<file path="src/design/efr_pkg.sv">
package efr_pkg;

  localparam int unsigned BufferDepthDef = 20;

  localparam logic [7:0] StartMarkerRst    = 8'd254;
  localparam logic [7:0] EndMarkerRst      = 8'd255;
  localparam logic [7:0] EscapeByteRst     = 8'd253;
  localparam logic [4:0] ExpectedLengthRst = 5'd13;
  localparam logic [9:0] TimeoutTicksRst   = 10'd50;

  localparam int unsigned CfgDataW = 10;
  localparam int unsigned CfgIdxW  = 3;

  typedef enum logic [CfgIdxW-1:0] {
    REG_START_MARKER    = 3'd0,
    REG_END_MARKER      = 3'd1,
    REG_ESCAPE_BYTE     = 3'd2,
    REG_EXPECTED_LENGTH = 3'd3,
    REG_TIMEOUT_TICKS   = 3'd4
  } reg_idx_e;

  typedef enum logic {
    OP_BYTE = 1'b0,
    OP_TICK = 1'b1
  } op_e;

  typedef enum logic [1:0] {
    KIND_DATA    = 2'd0,
    KIND_STATUS  = 2'd1,
    KIND_TIMEOUT = 2'd2
  } kind_e;

  typedef enum logic [1:0] {
    ST_OK       = 2'd0,
    ST_LENGTH   = 2'd1,
    ST_OVERFLOW = 2'd2
  } status_e;

  typedef enum logic [2:0] {
    S_IDLE,
    S_ADDR,
    S_DATA,
    S_STATUS,
    S_TOUT
  } state_e;

  typedef struct packed {
    logic [7:0] start_marker;
    logic [7:0] end_marker;
    logic [7:0] escape_byte;
    logic [4:0] expected_length;
    logic [9:0] timeout_ticks;
  } cfg_t;

  typedef struct packed {
    kind_e      kind;
    logic [7:0] data;
    status_e    status;
    logic       last;
  } result_t;

endpackage

</file>
<file path="src/design/efr_store.sv">
module efr_store #(
  parameter int unsigned BUFFER_DEPTH = efr_pkg::BufferDepthDef
) (
  input  logic                            clk_i,
  input  logic                            we_i,
  input  logic [$clog2(BUFFER_DEPTH)-1:0] waddr_i,
  input  logic [7:0]                      wdata_i,
  input  logic [$clog2(BUFFER_DEPTH)-1:0] raddr_i,
  output logic [7:0]                      rdata_o
);

  logic [7:0] mem [BUFFER_DEPTH];
  logic [7:0] rdata_q;

  always_ff @(posedge clk_i) begin
    if (we_i) begin
      mem[waddr_i] <= wdata_i;
    end
  end

  always_ff @(posedge clk_i) begin
    rdata_q <= mem[raddr_i];
  end

  assign rdata_o = rdata_q;

endmodule

</file>
<file path="src/design/efr_ctrl.sv">
module efr_ctrl #(
  parameter int unsigned BUFFER_DEPTH = efr_pkg::BufferDepthDef
) (
  input  logic                            clk_i,
  input  logic                            rst_ni,
  input  efr_pkg::cfg_t                   cfg_i,
  input  logic                            in_valid_i,
  output logic                            in_stall_o,
  input  logic                            operation_i,
  input  logic [7:0]                      rx_byte_i,
  input  logic                            out_free_i,
  output logic                            emit_o,
  output efr_pkg::result_t                res_o,
  output logic                            we_o,
  output logic [$clog2(BUFFER_DEPTH)-1:0] waddr_o,
  output logic [7:0]                      wdata_o,
  output logic [$clog2(BUFFER_DEPTH)-1:0] raddr_o,
  input  logic [7:0]                      rdata_i
);

  localparam int unsigned AW  = $clog2(BUFFER_DEPTH);
  localparam int unsigned CW  = $clog2(BUFFER_DEPTH + 1);
  localparam int unsigned CW1 = CW + 1;
  localparam int unsigned NW  = (CW > 5) ? CW : 5;

  efr_pkg::state_e state_q, state_d;
  logic          in_frame_q, in_frame_d;
  logic [CW-1:0] count_q, count_d;
  logic          ovf_q, ovf_d;
  logic [9:0]    idle_q, idle_d;
  logic [AW-1:0] idx_q, idx_d;
  logic [NW-1:0] n_q, n_d;
  logic [7:0]    acc_q, acc_d;
  logic          pair_q, pair_d;

  logic          is_start;
  logic          frm_open;
  logic [CW-1:0] cnt_base;
  logic          has_room;
  logic [CW-1:0] cnt_next;
  logic [7:0]    data_val;
  logic          more;

  assign is_start = (rx_byte_i == cfg_i.start_marker);
  assign frm_open = in_frame_q | is_start;
  assign cnt_base = is_start ? '0 : count_q;
  assign has_room = (cnt_base < CW'(BUFFER_DEPTH));
  assign cnt_next = (frm_open && has_room) ? cnt_base + CW'(1) : cnt_base;
  assign data_val = pair_q ? acc_q + rdata_i : rdata_i;
  assign more     = ((CW1'(idx_q) + CW1'(2)) < CW1'(count_q));

  assign waddr_o = AW'(cnt_base);
  assign wdata_o = rx_byte_i;
  assign raddr_o = idx_q;

  always_ff @(posedge clk_i or negedge rst_ni) begin
    if (!rst_ni) begin
      state_q    <= efr_pkg::S_IDLE;
      in_frame_q <= 1'b0;
      count_q    <= '0;
      ovf_q      <= 1'b0;
      idle_q     <= '0;
      idx_q      <= '0;
      n_q        <= '0;
      acc_q      <= '0;
      pair_q     <= 1'b0;
    end else begin
      state_q    <= state_d;
      in_frame_q <= in_frame_d;
      count_q    <= count_d;
      ovf_q      <= ovf_d;
      idle_q     <= idle_d;
      idx_q      <= idx_d;
      n_q        <= n_d;
      acc_q      <= acc_d;
      pair_q     <= pair_d;
    end
  end

  always_comb begin
    state_d    = state_q;
    in_frame_d = in_frame_q;
    count_d    = count_q;
    ovf_d      = ovf_q;
    idle_d     = idle_q;
    idx_d      = idx_q;
    n_d        = n_q;
    acc_d      = acc_q;
    pair_d     = pair_q;
    we_o       = 1'b0;
    emit_o     = 1'b0;
    res_o      = '{kind: efr_pkg::KIND_DATA, data: 8'd0, status: efr_pkg::ST_OK, last: 1'b0};
    in_stall_o = (state_q != efr_pkg::S_IDLE);

    case (state_q)
      efr_pkg::S_IDLE: begin
        if (in_valid_i) begin
          if (operation_i == efr_pkg::OP_TICK) begin
            if (idle_q >= cfg_i.timeout_ticks) begin
              idle_d  = '0;
              state_d = efr_pkg::S_TOUT;
            end else begin
              idle_d = idle_q + 10'd1;
            end
          end else begin
            idle_d     = '0;
            in_frame_d = frm_open;
            count_d    = cnt_next;
            ovf_d      = is_start ? 1'b0 : ovf_q;
            if (frm_open) begin
              if (has_room) begin
                we_o = 1'b1;
              end else begin
                ovf_d = 1'b1;
              end
            end
            if (frm_open && (rx_byte_i == cfg_i.end_marker)) begin
              in_frame_d = 1'b0;
              idx_d      = AW'(1);
              n_d        = '0;
              pair_d     = 1'b0;
              state_d    = (CW'(2) < cnt_next) ? efr_pkg::S_ADDR : efr_pkg::S_STATUS;
            end
          end
        end
      end
      efr_pkg::S_ADDR: begin
        state_d = efr_pkg::S_DATA;
      end
      efr_pkg::S_DATA: begin
        if (!pair_q && (rdata_i == cfg_i.escape_byte)) begin
          acc_d   = rdata_i;
          pair_d  = 1'b1;
          idx_d   = idx_q + AW'(1);
          state_d = efr_pkg::S_ADDR;
        end else if (out_free_i) begin
          emit_o     = 1'b1;
          res_o.data = data_val;
          pair_d     = 1'b0;
          idx_d      = idx_q + AW'(1);
          n_d        = n_q + NW'(1);
          state_d    = more ? efr_pkg::S_ADDR : efr_pkg::S_STATUS;
        end
      end
      efr_pkg::S_STATUS: begin
        if (out_free_i) begin
          emit_o     = 1'b1;
          res_o.kind = efr_pkg::KIND_STATUS;
          res_o.last = 1'b1;
          if (ovf_q) begin
            res_o.status = efr_pkg::ST_OVERFLOW;
          end else if (n_q == NW'(cfg_i.expected_length)) begin
            res_o.status = efr_pkg::ST_OK;
          end else begin
            res_o.status = efr_pkg::ST_LENGTH;
          end
          state_d = efr_pkg::S_IDLE;
        end
      end
      efr_pkg::S_TOUT: begin
        if (out_free_i) begin
          emit_o     = 1'b1;
          res_o.kind = efr_pkg::KIND_TIMEOUT;
          res_o.last = 1'b1;
          state_d    = efr_pkg::S_IDLE;
        end
      end
      default: begin
        state_d = efr_pkg::S_IDLE;
      end
    endcase
  end

  a_emit_needs_room: assert property (@(posedge clk_i) disable iff (!rst_ni)
    emit_o |-> out_free_i)
    else $error("result issued while output register busy");

  a_last_ends_item: assert property (@(posedge clk_i) disable iff (!rst_ni)
    (emit_o && res_o.last) |=> (state_q == efr_pkg::S_IDLE))
    else $error("sequencer busy after final result");

  a_read_in_frame: assert property (@(posedge clk_i) disable iff (!rst_ni)
    (state_q == efr_pkg::S_DATA) |-> (CW1'(idx_q) < CW1'(count_q)))
    else $error("store read beyond stored words");

  a_count_bound: assert property (@(posedge clk_i) disable iff (!rst_ni)
    count_q <= CW'(BUFFER_DEPTH))
    else $error("stored count beyond buffer depth");

endmodule

</file>
<file path="src/design/escaped_frame_receiver_unit.sv">
// Receives serial words (operation 0) and millisecond ticks (operation 1), one input
// word per handshake. A byte that causes no frame end, and a tick that causes no
// timeout, leave the block idle and ready for the next input word. A closing end
// marker starts a frame drain that reads the frame store (default depth 20) through
// its single registered read port: the address and data states per plain payload
// byte, both twice per escaped pair, the status state for the status word, plus any
// output stall; the input is stalled meanwhile, as in the timeout state. Results
// leave through an output register, so a finished result may wait while the next
// input word is taken. Configuration is written through cfg_we_i/cfg_idx_i/
// cfg_data_i; the user must do so only while the block is idle; it is not enforced.
module escaped_frame_receiver_unit #(
  parameter int unsigned BUFFER_DEPTH = efr_pkg::BufferDepthDef
) (
  input  logic                         clk_i,
  input  logic                         rst_ni,
  input  logic                         cfg_we_i,
  input  logic [efr_pkg::CfgIdxW-1:0]  cfg_idx_i,
  input  logic [efr_pkg::CfgDataW-1:0] cfg_data_i,
  input  logic                         in_valid_i,
  output logic                         in_stall_o,
  input  logic                         operation_i,
  input  logic [7:0]                   rx_byte_i,
  output logic                         out_valid_o,
  input  logic                         out_stall_i,
  output logic [1:0]                   kind_o,
  output logic [7:0]                   data_byte_o,
  output logic [1:0]                   status_o,
  output logic                         last_o
);

  localparam int unsigned AW = $clog2(BUFFER_DEPTH);

  efr_pkg::cfg_t    cfg_q;
  efr_pkg::result_t out_q;
  efr_pkg::result_t res;
  logic             out_valid_q;
  logic             out_free;
  logic             emit;
  logic             we;
  logic [AW-1:0]    waddr;
  logic [7:0]       wdata;
  logic [AW-1:0]    raddr;
  logic [7:0]       rdata;

  always_ff @(posedge clk_i or negedge rst_ni) begin
    if (!rst_ni) begin
      cfg_q.start_marker    <= efr_pkg::StartMarkerRst;
      cfg_q.end_marker      <= efr_pkg::EndMarkerRst;
      cfg_q.escape_byte     <= efr_pkg::EscapeByteRst;
      cfg_q.expected_length <= efr_pkg::ExpectedLengthRst;
      cfg_q.timeout_ticks   <= efr_pkg::TimeoutTicksRst;
    end else if (cfg_we_i) begin
      case (cfg_idx_i)
        efr_pkg::REG_START_MARKER:    cfg_q.start_marker    <= cfg_data_i[7:0];
        efr_pkg::REG_END_MARKER:      cfg_q.end_marker      <= cfg_data_i[7:0];
        efr_pkg::REG_ESCAPE_BYTE:     cfg_q.escape_byte     <= cfg_data_i[7:0];
        efr_pkg::REG_EXPECTED_LENGTH: cfg_q.expected_length <= cfg_data_i[4:0];
        efr_pkg::REG_TIMEOUT_TICKS:   cfg_q.timeout_ticks   <= cfg_data_i[9:0];
        default: begin
        end
      endcase
    end
  end

  assign out_free = !out_valid_q || !out_stall_i;

  always_ff @(posedge clk_i or negedge rst_ni) begin
    if (!rst_ni) begin
      out_valid_q <= 1'b0;
    end else if (emit) begin
      out_valid_q <= 1'b1;
    end else if (!out_stall_i) begin
      out_valid_q <= 1'b0;
    end
  end

  always_ff @(posedge clk_i) begin
    if (emit) begin
      out_q <= res;
    end
  end

  efr_ctrl #(
    .BUFFER_DEPTH(BUFFER_DEPTH)
  ) u_ctrl (
    .clk_i      (clk_i),
    .rst_ni     (rst_ni),
    .cfg_i      (cfg_q),
    .in_valid_i (in_valid_i),
    .in_stall_o (in_stall_o),
    .operation_i(operation_i),
    .rx_byte_i  (rx_byte_i),
    .out_free_i (out_free),
    .emit_o     (emit),
    .res_o      (res),
    .we_o       (we),
    .waddr_o    (waddr),
    .wdata_o    (wdata),
    .raddr_o    (raddr),
    .rdata_i    (rdata)
  );

  efr_store #(
    .BUFFER_DEPTH(BUFFER_DEPTH)
  ) u_store (
    .clk_i  (clk_i),
    .we_i   (we),
    .waddr_i(waddr),
    .wdata_i(wdata),
    .raddr_i(raddr),
    .rdata_o(rdata)
  );

  assign out_valid_o = out_valid_q;
  assign kind_o      = out_q.kind;
  assign data_byte_o = out_q.data;
  assign status_o    = out_q.status;
  assign last_o      = out_q.last;

endmodule

</file>
<file path="config.mk">
export PLATFORM = sky130hd
export DESIGN_NAME = escaped_frame_receiver_unit
export DESIGN_NICKNAME = d
export VERILOG_FILES = /design/src/design/efr_pkg.sv /design/src/design/efr_store.sv /design/src/design/efr_ctrl.sv /design/src/design/escaped_frame_receiver_unit.sv
export SDC_FILE = /design/constraint.sdc
export NUM_CORES = 1
export LEC_CHECK = 0
export BUFFER_PORTS_ARGS = -buffer_cell sky130_fd_sc_hd__buf_2
export CAP_MARGIN = 20
export CORE_UTILIZATION = 40
export CTS_CLUSTER_SIZE = 8
export DETAILED_ROUTE_END_ITERATION = 6
export PLACE_DENSITY = 0.58
export SETUP_SLACK_MARGIN = 0.02
export SLEW_MARGIN = 0
export SYNTH_ARGS = -nofsm -noshare
export SYNTH_HDL_FRONTEND = slang
export SYNTH_SLANG_ARGS = --single-unit
</file>
<file path="constraint.sdc">
create_clock -name clk_i -period 2.7 [get_ports clk_i]
set_input_delay 0.675 -clock clk_i [delete_from_list [all_inputs] [get_ports clk_i]]
set_output_delay 0.675 -clock clk_i [all_outputs]
set_load 0.02 [all_outputs]
</file>
==> results by stage, run 1 <==
Global routing:
- In this run the most used layer during global routing was met2.
- The first global-routing pass estimated 40280 µm of wire.
- For met3 alone, demand over resource in global routing was 0.02678.
- The via count of the first global-routing pass is 6736.
- The aggregate global routing overflow is 0.
- The initial antenna violation count is 0.
- For met1 alone, demand over resource in global routing was 0.2732.
- The total global routing track utilization is 0.1852.
- The maximum number of pins on one net before global-route repair is 43.
- For this run, global-route usage on met2 was measured as 0.2837.

Logic synthesis:
- The commonest register cell after synthesis is edfxtp_1.
- The synthesized design contains 173 enable-type register cells.
- The mapped cell area is 11560 µm².
- After synthesis, the cell types taking the most area are edfxtp_1, dfrtp_1, mux4_2.
- Synthesis handed over a netlist of 768 instances.
- The number of register bits inferred by synthesis is 260.
- The leading area contributor after synthesis is edfxtp_1.
- Yosys mapped the design onto 58 distinct sky130hd cell types.
- Yosys instantiated no cell more often than edfxtp_1.
- The net count after synthesis is 825.
- Ranked by instance count, the synthesized netlist is headed by edfxtp_1, dfrtp_1, mux4_2, mux2_2, nand2_1.
- The share of synthesized area in the top cell type comes to 0.4492.
- Of the synthesized area, sequential elements account for 0.6370.
- The mean instance size in the synthesized netlist is 15.06 µm².
- The number of warnings printed during yosys synthesis is 0.
- For this run, asynchronously set or reset flops after synthesis account for 0.3038.

STA:
- The worst slew margin relative to its limit is 0.6184.
- The time the worst path needs with I/O delays and setup is 2544 ps.
- The actual slew at the worst max-slew pin is 568.1 ps.
- The sum of negative setup slack is 0 ps.
- The number of setup violations in the final report is 0.
- The smallest setup slack after layout is 156.2 ps.
- Between clock sinks in the finished design, the worst skew comes to 15.18 ps.
- Setup repair after global routing could not meet its margin everywhere.
- Static timing analysis puts the maximum clock frequency at 393.1 MHz.
- The final-report hold violation count is 0.
- The share of the cycle needed by the critical path after routing is 0.9421.
- The final max-slew violation count is 0.

Clock network:
- The number of clock sinks is 260.
- The H-tree depth is 2.
- The root buffer cell chosen for the clock tree is clkbuf_16.
- The maximum count of clock buffers along a single path is 3.
- The clock buffer count from CTS is 38.
- TritonCTS built the clock tree.
- For the worst-skew pair, the clock arrives at the later sink with an insertion delay of 520 ps.
- The post-CTS clock slew at the launch and capture registers of the worst setup and hold paths is 50 ps.
- The cts-stage hold buffer count is 0.

Finish:
- The count of cells in the finished layout, fillers not included, comes to 1302.
- 0 antenna diodes ended up in the layout.
- The number of fill cells in the layout is 2485.
- The area taken by flip-flops and latches is 7370 µm².
- The count of nets after finishing is 959.
- The multi-input combinational cells in the finished layout cover a total of 4054 µm².
- The layout cell share with drive strength beyond 1 is 0.3474.
- Compared with the post-synthesis result, the final layout area differs by 20.42%.

Placed design:
- In this run the tool buffered the top-level ports with 41 buffer cells.
- The total half-perimeter wirelength after legalization and detailed placement is 17970 µm.
- The number of placed instances, taps included is 1237.
- At the end of routability-driven placement, the weighted congestion stood at 0.8708.
- Before CTS, the worst setup slack after placement is -592.9 ps.

Floorplanning:
- 42 I/O pins were placed.
- The vertical extent of the die is 172.0 µm.
- For this configuration, the core starts out at a cell density of 0.4118.
- The count of standard-cell rows is 61.
- The die covers 29600 µm².
- The total area inside the core boundary comes to 28090 µm².
- The horizontal die dimension is 172.0 µm.

Worst setup path:
- The endpoint of the lowest-slack register-to-register path is u_store.mem[5][0].
- Along the worst path, the maximum fanout reaches 8.
- For the worst setup path, the data arrival time is 2760 ps.
- The category of the most critical setup path is register to register.
- The worst setup path is captured at a register.
- The worst setup path is launched from a register.
- The launch point of the worst reg-to-reg path is cfg_q[36].
- For the worst flop-to-flop path, the logic depth is 9.
- The setup slack of the worst register-to-register path is 160 ps.
- The critical path required time is 2910 ps.

Routing:
- After the first detailed-routing iteration, the DRC count stood at 516.
- The routed wire length is 26260 µm.
- After detailed routing, the number of vias per cell comes to 5.257.
- The final route contains 6844 vias.
- The number of iterations in the first detailed-routing pass is 5.
- The average routed wire per standard cell is 20.17 µm.
- In the routed design, unresolved DRC markers number 0.
- The count of nets left with antenna violations after detail routing is 0.

Status:
- The run finished with clean final reports.

Pwr:
- The power density relative to cell area is 921.1 nW/µm².
- VDD sags by at most 0.6712 mV.
- The design draws 12.83 mW.
- Summed over all cells, the static leakage comes to 5.353 nW.

Job:
- Max-cap violations in this run came to 0.

Hold path:
- The path class of the lowest-slack min-delay path is primary input to asynchronous set/reset pin.
## placed cells by master, fill, tap and decap left out, drive strengths merged, types with 3 or more instances in the layout
master  synthesis  layout
edfxtp        173     173
buf             9     123
clkbuf         20      58
dfrtp          51      51
mux4           48      48
mux2           47      47
nand2          47      47
nor2           41      41
o21ai          35      35
inv            30      32
ha             29      29
xor2           28      28
dfstp          28      28
a21oi          23      23
nor3           15      15
nor2b          14      14
nand3          12      12
a31oi          11      11
and3           11      11
nor4           10      10
mux2i           9       9
nand4           8       8
a22o            8       8
dfxtp           8       8
xnor2           7       7
a21o            6       6
and2            6       6
a211o           4       4
o211ai          3       3
a31o            3       3
## worst max-delay path: stages, from the launching register on
cell and delay [ps]:
dfstp_2 560, xor2_1 110, nor4_4 370, nand2_2 200
a21oi_4 170, buf_4 170, nand2_2 120, buf_4 170
nor4_2 140, buf_4 230
## power breakdown
| part | internal [mW] | leakage, nW | switching (mW) | total, mW |
|---|---|---|---|---|
| logic | 1.67 | 2.26 | 1.80 | 3.46 |
| clock network | 2.60 | 0.512 | 1.65 | 4.25 |
| registers | 4.77 | 2.58 | 0.344 | 5.11 |
## what timing repair did
| item | in CTS | in global routing |
|---|---|---|
| gates resized for setup | 7 | 7 |
| endpoints found under the setup margin | 105 | 47 |
| buffers inserted | 2 | 1 |
| pin swaps | 1 | 3 |
## routing by layer
metal  part of all wire  up-vias
li1                   -     3201
met4              0.016        0
met2               0.46      199
met5                  0        -
met1               0.47     3410
met3              0.053       34
## final cells by class
type / count / area share
Sequential cell: 260 / 0.5292
Multi-Input combinational cell: 449 / 0.2911
Clock buffer: 58 / 0.07367
Timing Repair Buffer: 123 / 0.06119
Tap cell: 378 / 0.03396
Inverter: 30 / 0.008086
Clock inverter: 4 / 0.002785
## sequential cells by signal (all words and copies together), names as in the netlist
signal             flops
u_ctrl.raddr_o         5
u_ctrl.ovf_q           1
u_ctrl.pair_q          1
u_store.rdata_o        8
u_ctrl.n_q             5
data_byte_o            8
u_ctrl.idle_q         10
u_store.mem          160
u_ctrl.acc_q           8
kind_o                 2
u_ctrl.state_q         3
out_valid_o            1
cfg_q                 39
last_o                 1
u_ctrl.in_frame_q      1
u_ctrl.count_q         5
status_o               2
## cell families (layout without fill, tap and decap cells)
kind of cell,after synthesis,count (layout),synth area share
compound gates,108,108,0.06059
xor+xnor,35,35,0.02651
fa+ha+maj,30,30,0.03311
buf+inv,59,215,0.02175
flops,260,260,0.6370
mux,104,104,0.1470
simple gates,172,172,0.07400
## worst max-delay path by stage
stage	slack, ps	to	startpoint	depth (start not counted)
2_1_floorplan	-90	u_store.mem[7][0]	rx_byte_i[2]	6
3_3_place_gp	-480	u_store.mem[7][6]	rx_byte_i[0]	7
3_5_place_dp	-590	u_store.mem[7][2]	rx_byte_i[0]	7
4_1_cts	-4	u_store.mem[9][0]	cfg_q[32]	7
5_1_grt	-7	u_ctrl.state_q[1]	cfg_q[36]	12
6_report	160	u_store.mem[5][0]	cfg_q[36]	9
## stage by stage
stage	instance area, µm²	utilization	hold slack [ps]
2_1_floorplan	11620	-	379.4
3_3_place_gp	12790	0.4552	489.7
3_5_place_dp	12790	0.4552	500.3
4_1_cts	13900	0.4949	167.7
5_1_grt	13930	0.4958	192.1
6_report	13930	0.4958	156.0
(Power assumes the default switching activity.)
==> run 2, diff against run 1 <==
REMOVE_ABC_BUFFERS = 1   (was default)
==> run 2 against run 1 <==
Global-route usage is 0.20 points higher. Clock skew up 3.2 ps. Worst setup slack lost 2.2 ps. Fmax about the same. Via count increased by 0.42%. Core utilization shrank 0.41 points. Sequential share of layout area increased by 0.45 points. Combinational power shrank 4%. Critical path type unchanged. Critical endpoint is now u_store.mem[7][3].
==> results by stage, run 2 (synthesis gave the netlist of run 1 again) <==
Status:
- The flow ran to the end, and the final reports show no timing, DRC or antenna violations.

Floorplanning:
- The vertical extent of the die was 172.0 µm (unchanged).
- The floorplan die area is 29600 µm² (unchanged).
- The floorplan core area is 28090 µm² (unchanged).
- The horizontal die dimension was 172.0 µm (unchanged).
- The count of standard-cell rows is 61 (unchanged).
- The number of I/O pins came to 42 (unchanged).
- The initial cell density of the core is 0.4118 (unchanged).

Routing:
- The count of nets left with antenna violations after detail routing is 0 (unchanged).
- The routed wire length is 26350 µm (+0.33%).
- The number of iterations in the first detailed-routing pass is 7 (+2).
- The average routed wire per standard cell is 20.38 µm (+1.0%).
- The number of remaining DRC errors is 0 (unchanged).
- The total vias in the final route is 6873 (+0.42%).
- The mean number of vias per cell is 5.316 (+1.1%).
- The number of DRC violations after detailed-routing iteration 0 came to 527 (+2.1%).

Clock network:
- The clock buffer count from CTS is 38 (unchanged).
- The maximum count of clock buffers along a single path came to 3 (unchanged).
- TritonCTS built the clock tree.
- The post-CTS clock slew at the launch and capture registers of the worst setup and hold paths is 50 ps (about the same).
- The H-tree depth is 2 (unchanged).
- The clock latency of the later-clocked register in the worst-skew pair is 520 ps (about the same).
- The cts-stage hold buffer count is 0 (unchanged).
- In this run the clock root is driven by a clkbuf_16.
- The number of clock sinks is 260 (unchanged).

Finish:
- The layout cell share with drive strength beyond 1 is 0.3257 (-0.02172).
- The flip-flop count of the largest register, all copies and words added is 160 (unchanged).
- In the final layout, the registers with the most flip-flops are u_store.mem x160, cfg_q x39, u_ctrl.idle_q x10.
- Leaving out fill and tap cells, the most frequent cell in the layout is edfxtp_1.
- The antenna diode count was 0 (unchanged).
- From synthesis to final layout, the design area changed by 19.41%.
- The library cells used most frequently in the layout, excluding fill and tap cells, are edfxtp_1, buf_4, dfrtp_1.
- More flip-flops sit in one register than any other, and that register is u_store.mem.
- The utilization after layout is 0.4917 (-0.004143).
- The count of nets after finishing is 950 (-0.94%).
- The number of fill cells in the layout is 2406 (-3.2%).

Placed design:
- The number of buffer cells added on primary ports is 41 (unchanged).
- The global placer's final weighted congestion is 0.8842 (+1.5%).
- The total half-perimeter wirelength after legalization and detailed placement is 17950 µm (-0.12%).

STA:
- The time the worst path needs with I/O delays and setup was 2546 ps (+2.211 ps).
- The maximum clock rate was 392.8 MHz (about the same).
- The number of setup violations in the final report is 0 (unchanged).
- The actual slew at the worst max-slew pin is 563.4 ps (-4.681 ps).
- The worst slew margin relative to its limit is 0.6234 (+0.004982).
- The final max-slew violation count is 0 (unchanged).
- The worst clock skew is 18.36 ps (+3.179 ps).
- Setup repair after global routing could not meet its margin everywhere.
- The final-report hold violation count is 0 (unchanged).
- The share of the cycle needed by the critical path after routing came to 0.9430 (about the same).

Job:
- The number of max-cap violations came to 0 (unchanged).

Worst setup path:
- The category of the most critical setup path is register to register.
- The worst setup path is captured at a register.
- The critical path required time was 2920 ps (about the same).
- The largest driver fanout on the critical path is 8 (unchanged).
- The cell depth of the worst flop-to-flop path came to 9 (unchanged).
- The launch point of the worst reg-to-reg path is cfg_q[32].
- The endpoint identified for the worst register-to-register timing path is u_store.mem[7][3].
- The worst setup path is launched from a register.
- The worst endpoint data arrival time was 2770 ps (about the same).
- The setup slack of the worst register-to-register path was 150 ps (about the same).

Global routing:
- The aggregate global routing overflow is 0 (unchanged).
- The initial antenna violation count is 1 (+1).
- The first-pass GRT wire length was 40630 µm (+0.87%).
- The total global routing track utilization is 0.1872 (+0.002004).
- The maximum number of pins on one net before global-route repair was 34 (-21%).
- The via count of the first global-routing pass is 6842 (+1.6%).

Pwr:
- The power density relative to cell area came to 927.7 nW/µm² (+0.72%).
- The worst vdd rail ir drop is 0.5159 mV (-23%).
- The total power draw is 12.81 mW (-0.12%).
- The static leakage is 5.312 nW (-0.78%).

Hold path:
- The path class of the lowest-slack min-delay path is primary input to asynchronous set/reset pin.
[run 2: area by class of cell]
type	instances	area, µm²	area share
flip-flops and latches	260	7370	0.5337
multi-input cells	449	3971	0.2876
clock buffers	58	1026	0.07430
repair buffers	114	793.3	0.05744
well taps	378	473.0	0.03425
inverters	30	112.6	0.008154
clock inverters	4	63.81	0.004621
[run 2: timing repair]
| action | 4_1_cts | 5_1_grt |
|---|---|---|
| setup buffers | 0 | 0 |
| resized for setup | 0 | 2 |
| setup endpoints to repair | 0 | 28 |
[run 2: worst max-delay path by stage]
stage	from	end	slack, ps	cells past startpoint
after floorplan	u_ctrl.raddr_o[0]	u_store.rdata_o[0]	-540	3
after global placement	rx_byte_i[1]	u_store.mem[18][6]	-110	11
after detailed placement	rx_byte_i[1]	u_store.mem[18][3]	-180	11
after CTS	cfg_q[32]	u_store.mem[18][5]	110	10
after global routing	cfg_q[32]	u_store.mem[7][3]	9	9
final	cfg_q[32]	u_store.mem[7][3]	150	9
[run 2: report_power, final]
group | switching (mW) | leakage (nW) | internal (mW)
Combinational | 1.71 | 2.21 | 1.59
Clock | 1.66 | 0.522 | 2.69
Sequential | 0.385 | 2.58 | 4.77
Total | 3.76 | 5.31 | 9.05
[run 2: per-stage QoR]
stage / hold WS (ps) / setup TNS, ps / cell area [µm²] / setup WS [ps] / instances
floorplan: 379.4 / -22030 / 11430 / -539.4 / 739
finish: 118.8 / 0 / 13810 / 154.0 / 1293
global placement: 492.6 / -3193 / 12710 / -113.2 / 1231
global route: 142.7 / 0 / 13810 / 8.570 / 1293
detailed placement: 499.1 / -10210 / 12710 / -177.2 / 1231
CTS: 119.0 / 0 / 13800 / 107.7 / 1293
[run 2: per-layer routing]
layer  part of all wire  up-vias  wire length (µm)  global-route usage
li1                   -     3187                 -                   -
met1               0.47     3456             12460              0.2692
met2               0.45      184             11730              0.2803
met3              0.056       44              1483             0.03891
met4              0.025        2               666             0.06656
met5            0.00042        -                11                   0
[run 2: critical path, stage by stage, from the launching register on]
cell and delay [ps]:
dfstp_2 570, xor2_1 80, nor4_2 320, buf_4 170, nand2_1 80, buf_4 170, a21oi_4 190, nand2_1 210
nor4_2 250, buf_4 200
==> run 3, diff against run 2 <==
CELL_PAD_IN_SITES_DETAIL_PLACEMENT = 0   (was default)
CELL_PAD_IN_SITES_GLOBAL_PLACEMENT = 1   (was default)
PLACE_DENSITY = default   (was 0.58)
PLACE_DENSITY_LB_ADDON = 0.1   (was default)
==> run 3 against run 2 <==
Routed wire length is 7.8% higher. Core utilization is 0.65 points higher. Register-to-register slack worse by 50 ps. Critical endpoint is now u_store.mem[15][1]. Largest cell class unchanged. Largest power group unchanged.
==> results by stage, run 3 (synthesis gave the netlist of run 1 again) <==
Finish:
- Compared with the post-synthesis result, the final layout area differs by 20.99%.
- The number of fill cells in the layout is 2443 (+1.5%).
- Leaving out fill and tap cells, the most frequent cell in the layout is edfxtp_1.
- The largest registers in the layout are u_store.mem x160, cfg_q x39, u_ctrl.idle_q x10.
- The post-layout instance count excluding filler cells was 1298 (+0.39%).
- More flip-flops sit in one register than any other, and that register is u_store.mem.
- The flip-flop count of the largest register, all copies and words added came to 160 (unchanged).
- The layout cell share with drive strength beyond 1 is 0.3587 (+0.03301).
- The count of nets after finishing is 955 (+0.53%).
- The final design instance area without fill was 13990 µm² (+1.3%).
- The library cells used most frequently in the layout, excluding fill and tap cells, are edfxtp_1, buf_4, dfrtp_1.
- The antenna diode count is 0 (unchanged).

Floorplanning:
- The initial cell density of the core is 0.4118 (unchanged).
- The floorplan die area is 29600 µm² (unchanged).
- The floorplan core area is 28090 µm² (unchanged).
- The number of I/O pins is 42 (unchanged).
- The vertical extent of the die was 172.0 µm (unchanged).
- The count of standard-cell rows is 61 (unchanged).
- The horizontal die dimension was 172.0 µm (unchanged).

Placed design:
- The total half-perimeter wirelength after legalization and detailed placement is 19930 µm (+11%).
- The cell area reported after detailed placement was 12730 µm² (+0.17%).
- The global placer's final weighted congestion is 0.8372 (-5.3%).
- The number of placed instances, taps included is 1236 (+0.41%).
- The number of buffer cells added on primary ports is 41 (unchanged).

Global routing:
- The aggregate global routing overflow came to 0 (unchanged).
- The total global routing track utilization came to 0.2041 (+0.01690).
- The first-pass GRT wire length is 44030 µm (+8.4%).
- The maximum number of pins on one net before global-route repair is 43 (+26%).
- The initial antenna violation count is 0 (-1).
- The via count of the first global-routing pass was 7386 (+8.0%).

Status:
- The run finished with clean final reports.

STA:
- Setup repair after global routing could not meet its margin everywhere.
- The worst hold slack is 69.79 ps (-48.96 ps).
- The share of the cycle needed by the critical path after routing came to 0.9612 (+0.01828).
- The number of setup violations in the final report is 0 (unchanged).
- The time the worst path needs with I/O delays and setup is 2595 ps (+49.35 ps).
- The worst slew margin relative to its limit is 0.6169 (-0.006460).
- The actual slew at the worst max-slew pin is 571.5 ps (+8.155 ps).
- The maximum clock rate is 385.3 MHz (-1.9%).
- The final-report hold violation count was 0 (unchanged).
- The final max-slew violation count is 0 (unchanged).
- The worst clock skew was 14.89 ps (-3.473 ps).

Worst setup path:
- The critical path is of the register to register type.
- STA classifies the critical path endpoint as a register.
- The stage delay of the slowest cell on the critical path is 600 ps (+30 ps).
- The cell that appears most often on the critical path is nand2_2.
- STA classifies the critical path startpoint as a register.
- The slowest library cell on the worst path is dfstp_2.
- The critical path required time was 2900 ps (-20 ps).
- The largest driver fanout on the critical path is 7 (-1).
- The worst endpoint data arrival time is 2800 ps (+30 ps).
- Walking the worst path, the cells encountered are xor2_2 > nor4_4 > buf_4 > nand2_2 > buf_6 > nand2_2 > inv_2 > ha_4 > nand2_1 > nor3_1 > buf_2.

Routing:
- The average routed wire per standard cell was 21.89 µm (+7.4%).
- The number of remaining DRC errors is 0 (unchanged).
- The number of DRC violations after detailed-routing iteration 0 is 376 (-29%).
- The count of nets left with antenna violations after detail routing is 0 (unchanged).
- The mean number of vias per cell came to 5.401 (+1.6%).
- The total vias in the final route is 7010 (+2.0%).
- The routed wire length was 28410 µm (+7.8%).
- The number of iterations in the first detailed-routing pass is 5 (-2).

Pwr:
- The worst vdd rail ir drop was 0.4667 mV (-9.5%).
- The power density relative to cell area was 925.5 nW/µm² (-0.24%).
- The static leakage is 5.360 nW (+0.90%).

Clock network:
- The maximum count of clock buffers along a single path is 3 (unchanged).
- The CTS tree is yes.
- The post-CTS clock slew at the launch and capture registers of the worst setup and hold paths was 50 ps (about the same).
- The clock buffer count from CTS is 38 (unchanged).
- The master cell of the clock root buffer is clkbuf_16.
- The number of clock sinks came to 260 (unchanged).
- The H-tree depth is 2 (unchanged).
- The clock latency of the later-clocked register in the worst-skew pair is 520 ps (about the same).
- The number of buffers inserted to repair setup after CTS is 0 (unchanged).

Hold path:
- The path class of the lowest-slack min-delay path is primary input to asynchronous set/reset pin.

Job:
- The number of max-cap violations came to 0 (unchanged).
run 3: path summary, 6_finish.rpt:
check	start	endpoint	slack [ps]	cells after the start
setup / recovery	cfg_q[34]	u_store.mem[15][1]	100	11
hold / removal	rst_ni	u_ctrl.acc_q[3]	70	1
setup reg to reg	cfg_q[34]	u_store.mem[15][1]	100	11
hold reg to reg	u_ctrl.acc_q[5]	u_ctrl.acc_q[5]	520	1
max in group asynchronous	rst_ni	cfg_q[1]	1920	2
min in group clk_i	cfg_data_i[8]	cfg_q[8]	370	3
run 3: repair_timing:
item                                    4_1_cts  5_1_grt
pin swaps                                     4        8
hold buffers                                  0        0
endpoints found under the setup margin      144      140
gates resized for setup                      15       28
run 3: per-layer routing:
layer	track usage	part of all wire	vias up	routed length, µm
li1	-	-	3184	-
met1	0.2786	0.45	3599	12830
met2	0.3335	0.48	177	13680
met3	0.03548	0.045	50	1266
met4	0.06079	0.022	0	636
met5	0	0	-	0
run 3: area by class of cell:
cell class,count,area [µm²],area share
timing repair buffer,119,843.3,0.06027
sequential,260,7368,0.5266
tap,378,473.0,0.03380
clock buffer,58,1026,0.07333
inverter,30,112.6,0.008048
clock inverter,4,38.79,0.002772
multi-input combinational,449,4130,0.2952
run 3: where the power goes:
part	switching, mW	internal, mW
registers	0.402	4.76
clock network	1.66	2.60
logic	1.82	1.71
run 3: critical path: cells and delay by family (launching register included):
kind	cells	cell delay [ps]
XOR/XNOR	1	210
adder cells (fa/ha/maj)	1	140
buffers and inverters	4	660
flip-flops	1	600
AND/OR/NAND/NOR	5	680
run 3: per-stage QoR:
stage	total power, mW	utilization	setup slack [ps]	setup TNS (ps)
4_1_cts	13.00	0.4932	5.229	0
3_5_place_dp	8.681	0.4534	-563.5	-59470
2_1_floorplan	7.342	-	-539.4	-22030
6_report	12.95	0.4982	104.7	0
5_1_grt	13.62	0.4982	-33.93	-250.0
3_3_place_gp	8.630	0.4532	-604.2	-60230
